[src/rtl/core/rnpi_pkg.sv]
// Shared types and constants for the RGB565 nearest palette index block.
// Holds the channel, candidate and register index definitions.
// No dependencies.
package rnpi_pkg;

  localparam int unsigned ChanW = 8;
  localparam int unsigned DistW = 18;
  localparam int unsigned IdxW = 3;
  localparam int unsigned ColorW = 24;
  localparam int unsigned Lanes = 8;
  localparam int unsigned PipeDepth = 6;

  // Truncating c*255/31 and c*255/63 as a multiply by a scaled reciprocal.
  localparam logic [26:0] Widen5Mul = 27'd2156535;
  localparam int unsigned Widen5Shift = 18;
  localparam logic [28:0] Widen6Mul = 29'd4244475;
  localparam int unsigned Widen6Shift = 20;

  localparam logic [3:0] CFG_IDX_COLORS = 4'd0;
  localparam logic [3:0] CFG_IDX_PALETTE0 = 4'd1;

  localparam logic [IdxW-1:0] ColorsReset = 3'd2;
  localparam logic [ColorW-1:0] PaletteReset = 24'h000000;
  localparam logic [ColorW-1:0] Palette1Reset = 24'hFFFFFF;

  typedef struct packed {
    logic [ChanW-1:0] r;
    logic [ChanW-1:0] g;
    logic [ChanW-1:0] b;
  } rnpi_rgb_t;

  typedef struct packed {
    logic in_use;
    logic [IdxW-1:0] idx;
    logic [DistW-1:0] sq_dist;
  } rnpi_cand_t;

endpackage

[src/rtl/core/rgb565_nearest_palette_index.sv]
// RGB565 nearest palette index: one pixel per cycle, never busy.
// The pipeline has six register stages: widen, square, sum and three minimum tree
// levels, ending in done_o. Throughput is one transaction per cycle; the receiver
// cannot stall. Reset clears the pipeline valids and loads the palette registers
// with their reset values; no clearing pass is needed.
module rgb565_nearest_palette_index import rnpi_pkg::*; #(
  parameter int unsigned MAX_PALETTE = 7
) (
  input  logic              clk_i,
  input  logic              rst_ni,
  input  logic              start,
  output logic              busy,
  input  logic [15:0]       pixel_i,
  output logic              done_o,
  output logic [IdxW-1:0]   color_index_o,
  input  logic              cfg_valid_i,
  output logic              cfg_ready_o,
  input  logic [3:0]        cfg_index_i,
  input  logic [ColorW-1:0] cfg_data_i
);

  logic                   cfg_we;
  logic [IdxW-1:0]        colors_q;
  logic [IdxW-1:0]        count_eff;
  logic [ColorW-1:0]      entry_q [MAX_PALETTE];
  logic [DistW-1:0]       entry_dist [MAX_PALETTE];
  logic                   accept;
  logic                   s1_valid;
  rnpi_rgb_t              s1_pix;
  logic                   s2_valid_q;
  logic                   s3_valid_q;
  rnpi_cand_t [Lanes-1:0] cand;

  assign busy        = 1'b0;
  assign cfg_ready_o = 1'b1;
  assign accept      = start && !busy;
  assign cfg_we      = cfg_valid_i && cfg_ready_o;

  always_ff @(posedge clk_i or negedge rst_ni) begin
    if (!rst_ni) begin
      colors_q <= ColorsReset;
    end else if (cfg_we && (cfg_index_i == CFG_IDX_COLORS)) begin
      colors_q <= cfg_data_i[IdxW-1:0];
    end
  end

  for (genvar e = 0; e < MAX_PALETTE; e++) begin : g_entry
    localparam logic [ColorW-1:0] EntryReset = (e == 1) ? Palette1Reset : PaletteReset;
    always_ff @(posedge clk_i or negedge rst_ni) begin
      if (!rst_ni) begin
        entry_q[e] <= EntryReset;
      end else if (cfg_we && (cfg_index_i == CFG_IDX_PALETTE0 + 4'(e))) begin
        entry_q[e] <= cfg_data_i;
      end
    end

    rnpi_dist u_dist (
      .clk_i   (clk_i),
      .pix_i   (s1_pix),
      .entry_i (entry_q[e]),
      .dist_o  (entry_dist[e])
    );
  end

  assign count_eff = (colors_q > IdxW'(MAX_PALETTE)) ? IdxW'(MAX_PALETTE) : colors_q;

  rnpi_widen u_widen (
    .clk_i   (clk_i),
    .rst_ni  (rst_ni),
    .valid_i (accept),
    .pixel_i (pixel_i),
    .valid_o (s1_valid),
    .pix_o   (s1_pix)
  );

  always_ff @(posedge clk_i or negedge rst_ni) begin
    if (!rst_ni) begin
      s2_valid_q <= 1'b0;
      s3_valid_q <= 1'b0;
    end else begin
      s2_valid_q <= s1_valid;
      s3_valid_q <= s2_valid_q;
    end
  end

  for (genvar i = 0; i < Lanes; i++) begin : g_lane
    if (i < MAX_PALETTE) begin : g_used
      assign cand[i].in_use  = (IdxW'(i) < count_eff);
      assign cand[i].idx     = IdxW'(i);
      assign cand[i].sq_dist = entry_dist[i];
    end else begin : g_pad
      assign cand[i].in_use  = 1'b0;
      assign cand[i].idx     = IdxW'(i);
      assign cand[i].sq_dist = '0;
    end
  end

  rnpi_min u_min (
    .clk_i   (clk_i),
    .rst_ni  (rst_ni),
    .valid_i (s3_valid_q),
    .cand_i  (cand),
    .valid_o (done_o),
    .index_o (color_index_o)
  );

`ifndef SYNTHESIS
  a_done_has_source: assert property (@(posedge clk_i) disable iff (!rst_ni)
    done_o |-> $past(accept, PipeDepth))
    else $error("Result strobe without a matching accepted transaction.");

  a_accept_gives_done: assert property (@(posedge clk_i) disable iff (!rst_ni)
    accept |-> ##6 done_o)
    else $error("Accepted transaction produced no result.");

  a_index_in_range: assert property (@(posedge clk_i) disable iff (!rst_ni)
    done_o |-> ((color_index_o < count_eff) || (color_index_o == '0)))
    else $error("Result index outside the entries in use.");
`endif

endmodule

[src/rtl/core/rnpi_widen.sv]
// First pipeline stage: splits an RGB565 pixel and widens each channel to 8 bits.
// Depends on rnpi_pkg.
module rnpi_widen import rnpi_pkg::*; (
  input  logic        clk_i,
  input  logic        rst_ni,
  input  logic        valid_i,
  input  logic [15:0] pixel_i,
  output logic        valid_o,
  output rnpi_rgb_t   pix_o
);

  logic [26:0] r_prod;
  logic [28:0] g_prod;
  logic [26:0] b_prod;
  rnpi_rgb_t   pix_d;
  rnpi_rgb_t   pix_q;
  logic        valid_q;

  assign r_prod = 27'(pixel_i[15:11]) * Widen5Mul;
  assign g_prod = 29'(pixel_i[10:5]) * Widen6Mul;
  assign b_prod = 27'(pixel_i[4:0]) * Widen5Mul;

  assign pix_d.r = r_prod[Widen5Shift +: ChanW];
  assign pix_d.g = g_prod[Widen6Shift +: ChanW];
  assign pix_d.b = b_prod[Widen5Shift +: ChanW];

  always_ff @(posedge clk_i or negedge rst_ni) begin
    if (!rst_ni) begin
      valid_q <= 1'b0;
    end else begin
      valid_q <= valid_i;
    end
  end

  always_ff @(posedge clk_i) begin
    pix_q <= pix_d;
  end

  assign valid_o = valid_q;
  assign pix_o   = pix_q;

endmodule

[src/rtl/core/rnpi_dist.sv]
// Squared distance from the widened pixel to one palette entry over two stages.
// Depends on rnpi_pkg.
module rnpi_dist import rnpi_pkg::*; (
  input  logic              clk_i,
  input  rnpi_rgb_t         pix_i,
  input  logic [ColorW-1:0] entry_i,
  output logic [DistW-1:0]  dist_o
);

  logic [ChanW-1:0]   dr;
  logic [ChanW-1:0]   dg;
  logic [ChanW-1:0]   db;
  logic [2*ChanW-1:0] sq_r_q;
  logic [2*ChanW-1:0] sq_g_q;
  logic [2*ChanW-1:0] sq_b_q;
  logic [DistW-1:0]   dist_d;
  logic [DistW-1:0]   dist_q;

  always_comb begin
    dr = (pix_i.r > entry_i[23:16]) ? pix_i.r - entry_i[23:16] : entry_i[23:16] - pix_i.r;
    dg = (pix_i.g > entry_i[15:8]) ? pix_i.g - entry_i[15:8] : entry_i[15:8] - pix_i.g;
    db = (pix_i.b > entry_i[7:0]) ? pix_i.b - entry_i[7:0] : entry_i[7:0] - pix_i.b;
  end

  assign dist_d = DistW'(sq_r_q) + DistW'(sq_g_q) + DistW'(sq_b_q);

  always_ff @(posedge clk_i) begin
    sq_r_q <= (2*ChanW)'(dr) * (2*ChanW)'(dr);
    sq_g_q <= (2*ChanW)'(dg) * (2*ChanW)'(dg);
    sq_b_q <= (2*ChanW)'(db) * (2*ChanW)'(db);
    dist_q <= dist_d;
  end

  assign dist_o = dist_q;

endmodule

[src/rtl/core/rnpi_min.sv]
// Registered three-level minimum tree over eight distance candidates.
// Depends on rnpi_pkg; the lower index wins on equal distances.
module rnpi_min import rnpi_pkg::*; (
  input  logic                   clk_i,
  input  logic                   rst_ni,
  input  logic                   valid_i,
  input  rnpi_cand_t [Lanes-1:0] cand_i,
  output logic                   valid_o,
  output logic [IdxW-1:0]        index_o
);

  function automatic rnpi_cand_t pick(input rnpi_cand_t a, input rnpi_cand_t b);
    rnpi_cand_t res;
    res = a;
    if (b.in_use && (!a.in_use || (b.sq_dist < a.sq_dist))) begin
      res = b;
    end
    return res;
  endfunction

  rnpi_cand_t l1_q [4];
  rnpi_cand_t l2_q [2];
  rnpi_cand_t l3_q;
  logic       v1_q;
  logic       v2_q;
  logic       v3_q;

  always_ff @(posedge clk_i or negedge rst_ni) begin
    if (!rst_ni) begin
      v1_q <= 1'b0;
      v2_q <= 1'b0;
      v3_q <= 1'b0;
    end else begin
      v1_q <= valid_i;
      v2_q <= v1_q;
      v3_q <= v2_q;
    end
  end

  always_ff @(posedge clk_i) begin
    for (int k = 0; k < 4; k++) begin
      l1_q[k] <= pick(cand_i[2*k], cand_i[2*k+1]);
    end
    for (int k = 0; k < 2; k++) begin
      l2_q[k] <= pick(l1_q[2*k], l1_q[2*k+1]);
    end
    l3_q <= pick(l2_q[0], l2_q[1]);
  end

  assign valid_o = v3_q;
  assign index_o = l3_q.in_use ? l3_q.idx : '0;

endmodule

[config.mk]
export PLATFORM = sky130hd
export DESIGN_NAME = rgb565_nearest_palette_index
export DESIGN_NICKNAME = d
export VERILOG_FILES = /design/src/rtl/core/rnpi_pkg.sv /design/src/rtl/core/rgb565_nearest_palette_index.sv /design/src/rtl/core/rnpi_widen.sv /design/src/rtl/core/rnpi_dist.sv /design/src/rtl/core/rnpi_min.sv
export SDC_FILE = /design/constraint.sdc
export NUM_CORES = 2
export LEC_CHECK = 0
export ABC_AREA = 1
export BUFFER_PORTS_ARGS = -buffer_cell sky130_fd_sc_hd__buf_4
export CELL_PAD_IN_SITES_DETAIL_PLACEMENT = 1
export CELL_PAD_IN_SITES_GLOBAL_PLACEMENT = 2
export CORE_MARGIN = 2
export CORE_UTILIZATION = 40
export CTS_CLUSTER_DIAMETER = 60
export DETAILED_ROUTE_END_ITERATION = 12
export PLACE_DENSITY = 0.81
export SYNTH_ARGS = -nofsm -noshare
export SYNTH_HDL_FRONTEND = slang
export SYNTH_SLANG_ARGS = --single-unit
[constraint.sdc]
create_clock -name clk_i -period 7.6 [get_ports clk_i]
set_input_delay 1.14 -clock clk_i [delete_from_list [all_inputs] [get_ports clk_i]]
set_output_delay 1.14 -clock clk_i [all_outputs]
set_load 0.01 [all_outputs]
==> results.json <==
{
  "final_layout_size_suffix_gt1_share_pct": 5.67,
  "grt_pass1_wl_um": 421000,
  "period_minus_slack_ps": 6530,
  "worstReg2RegStart": "u_widen.pix_o[16]",
  "slew-limit-headroom_pct": 25.0,
  "grt_use_total_pct": 24.3,
  "fillers": 26600,
  "postCtsSetupBuffers": 0,
  "synth_seq_cells": 767,
  "die_h_um": 467,
  "dp_hpwl_um": 225000,
  "critical_path_required_ps": 8260,
  "reg2reg_slack_ps": 1070,
  "synth_edf_count": 0,
  "rows": 170,
  "num_vias": 71300,
  "cts_tree": "built",
  "cts_root_buf": "clkbuf_16",
  "critPathMostFrequentCell": "inv_1",
  "worst_pin_slew_ps": 1120,
  "synth_cells": 11300,
  "max_stage_delay_ps": 550,
  "viasPerCell": 4.99,
  "timing_hold_violations_final": 0,
  "synth_area_mm2": 0.0859,
  "worstSkewPairLatency_ps": 780,
  "cts_sinks": 767,
  "dieArea_mm2": 0.218,
  "synthesis.yosys.warnings": 0,
  "wire_per_inst_um": 18.5,
  "async_flop_share_pct": 23.1,
  "avgSynthCellArea_um2": 7.62,
  "status": "finished clean",
  "hp-class": "reg2reg",
  "holdPathStages": 0,
  "ys_seq_area_share_pct": 18.9,
  "syn_to_final_growth_pct": 9.00,
  "r2r_end": "g_entry[5].u_dist.sq_r_q[15]",
  "reg2regPathDepth": 30,
  "setup_viol": 0,
  "final-max-slew-violation-count": 0,
  "grt_start_max_net_pins": 78,
  "synthFlopType": "dfxtp_1",
  "first_pass_iters": 5,
  "cts_buffer_depth": 3,
  "critPathArrivalTime_ps": 7190,
  "grt_setup_unrepaired": "no",
  "post-route-drc-count": 0,
  "cts_resized": 0,
  "critPathMaxFanout": 9,
  "start_kind": "flip-flop",
  "setup.worst_path.end_class": "flip-flop",
  "crit_start": "u_widen.pix_o[16]",
  "coreArea_mm2": 0.214,
  "min_from": "g_entry[6].u_dist.dist_o[16]",
  "critPathCapture": "g_entry[5].u_dist.sq_r_q[15]",
  "synth.distinct_cells": 65,
  "crit_type": "reg2reg",
  "grt_pass1_vias": 76800,
  "wl_um": 264000,
  "cp_slowest_cell": "fa_1",
  "cts_buffers": 120,
  "finalCritPeriodShare_pct": 85.9,
  "ios": 54,
  "cts_hold_buf": 0,
  "antenna_found_initial": 21,
  "drt_iter0_drc": 2979,
  "grt-ovfl-total": 0,
  "dieWidth_um": 467,
  "fin_skew_ps": 47.8,
  "cap_violations": 0,
  "nets": 13400,
  "port_buffers": 51,
  "clk_pin_slew_ps": 70,
  "gp_congestion": 0.891,
  "initial_utilization_pct": 40.1,
  "max_freq_ghz": 0.153,
  "ant_nets": 0,
  "tns_ps": 0,
  "htree_num_levels": 3
}
critical path: cells and delay by family (launching register included):
kind | cells | cell delay, ps
adder cells (fa/ha/maj) | 7 | 3120
buffers and inverters | 9 | 1060
AND/OR/NAND/NOR | 9 | 1000
AO/OA/AOI/OAI | 5 | 910
flip-flops | 1 | 330
state kept, by name, indices dropped and copies added, names as in the netlist:
| name | cells |
|---|---|
| u_min.v1_q | 1 |
| g_entry.u_dist.sq_g_q | 105 |
| u_min.v2_q | 1 |
| u_min.l2_q | 42 |
| u_widen.pix_o | 24 |
| g_entry.u_dist.sq_b_q | 105 |
| entry_q | 168 |
| colors_q | 3 |
| u_min.l3_q | 4 |
| u_min.valid_o | 1 |
| s3_valid_q | 1 |
| u_min.l1_q | 79 |
| g_entry.u_dist.dist_o | 126 |
| s2_valid_q | 1 |
| u_widen.valid_o | 1 |
| g_entry.u_dist.sq_r_q | 105 |
cell families (layout without fill, tap and decap cells):
kind of cell    after synthesis  after routing  synth area share, %
compound gates             1447           1447                 9.27
xor+xnor                    669            669                 6.83
fa+ha+maj                  1997           1997                 34.6
buf+inv                    2215           2378                 9.96
flops                       767            767                 18.9
mux                           6              6               0.0699
other cells                   2             14              0.00874
simple gates               4165           4165                 20.4
Yosys cell counts, types with 6 or more instances:
cell      number  area share [%]
nor3_1        86            0.50
nor3_2         6           0.070
ha_1        1372              20
a31oi_1       24            0.17
nor2_4        16            0.21
dfstp_2       25            0.76
or2_2         25            0.18
nand2_1     2463              11
nand3_2        6           0.070
xor2_1       447             4.6
mux2i_1        6           0.070
nand2_4       32            0.42
o21bai_1      70            0.61
dfrtp_1      152             4.4
o21ai_1       52            0.30
o31ai_1        7           0.061
xnor2_1      221             2.3
buf_4         34            0.30
a211oi_1      22            0.19
nand3b_1      17            0.15
nand2_2      109            0.79
inv_2         61            0.27
fa_1         625              15
a21o_1        73            0.64
o21ai_2       18            0.18
dfxtp_1      590              14
clkbuf_2       8           0.047
nor2_2        31            0.23
and2_1        12           0.087
inv_1       2007             8.8
a21boi_0      24            0.21
o21a_1        11           0.096
clkbuf_1      62            0.27
nand3_1      432             2.5
buf_2         32            0.19
o221ai_1       9           0.092
o21ai_0      431             2.5
o211ai_1       8           0.070
nor2_1       859             3.8
nand4_1       58            0.42
a21oi_1      686             4.0
cells in the final DEF, fill, tap and decap left out, types with 15 or more instances in the layout:
cell type	n
nor3_1	85
xor2_1	447
a21oi_1	686
nand4_1	58
inv_1	2007
xnor2_1	221
nand3_1	431
nand2_1	2463
o21bai_1	70
ha_1	1372
clkinvlp_4	15
or2_2	25
nand3b_1	17
dfxtp_1	590
buf_4	76
nor2_4	18
a21o_1	73
a211oi_1	22
o21ai_0	431
nor2_1	857
o21ai_2	18
inv_2	61
inv_8	17
a31oi_1	24
fa_1	625
nand2_4	32
dfstp_2	25
o21ai_1	52
clkbuf_16	122
inv_6	18
dfrtp_1	152
nand2_2	109
a21boi_0	24
nor2_2	31
area by class of cell:
type	count	area (µm²)	share of cell area [%]
Multi-Input combinational cell	8290	61100	65.3
Clock inverter	87	1040	1.11
Tap cell	2838	3550	3.79
Antenna cell	8	20.0	0.0214
Sequential cell	767	16300	17.4
Clock buffer	141	3240	3.47
Timing Repair Buffer	77	584	0.624
Inverter	2073	7800	8.33
worst min path at each step:
| stage | to | slack, ps |
|---|---|---|
| final | u_min.l1_q[3][16] | 330 |
| after global routing | u_min.l1_q[3][14] | 330 |
| after CTS | u_min.l1_q[3][15] | 330 |
| after detailed placement | u_min.l1_q[3][15] | 310 |
| after global placement | u_min.l1_q[3][3] | 310 |
| after floorplan | u_min.l1_q[3][0] | 310 |
stage by stage:
stage          utilization, %  cells  hold WS [ps]  setup WS [ps]  instance area (µm²)
2_1_floorplan               -  11300           310           1630                85900
3_3_place_gp             41.7  14000           312           1150                89300
3_5_place_dp             41.7  14000           313           1090                89300
4_1_cts                  43.7  14300           326           1070                93600
5_1_grt                  43.7  14300           333            604                93600
6_report                 43.8  14300           325           1070                93600
layer usage:
layer / track usage, % / routed length (µm)
met2: 41.8 / 125000
met1: 32.9 / 126000
met3: 1.98 / 6100
met5: 0 / 54
met4: 6.13 / 6280
Power is not shown: default switching activity piles up to over one toggle a cycle in this logic, so the estimate is an artifact.
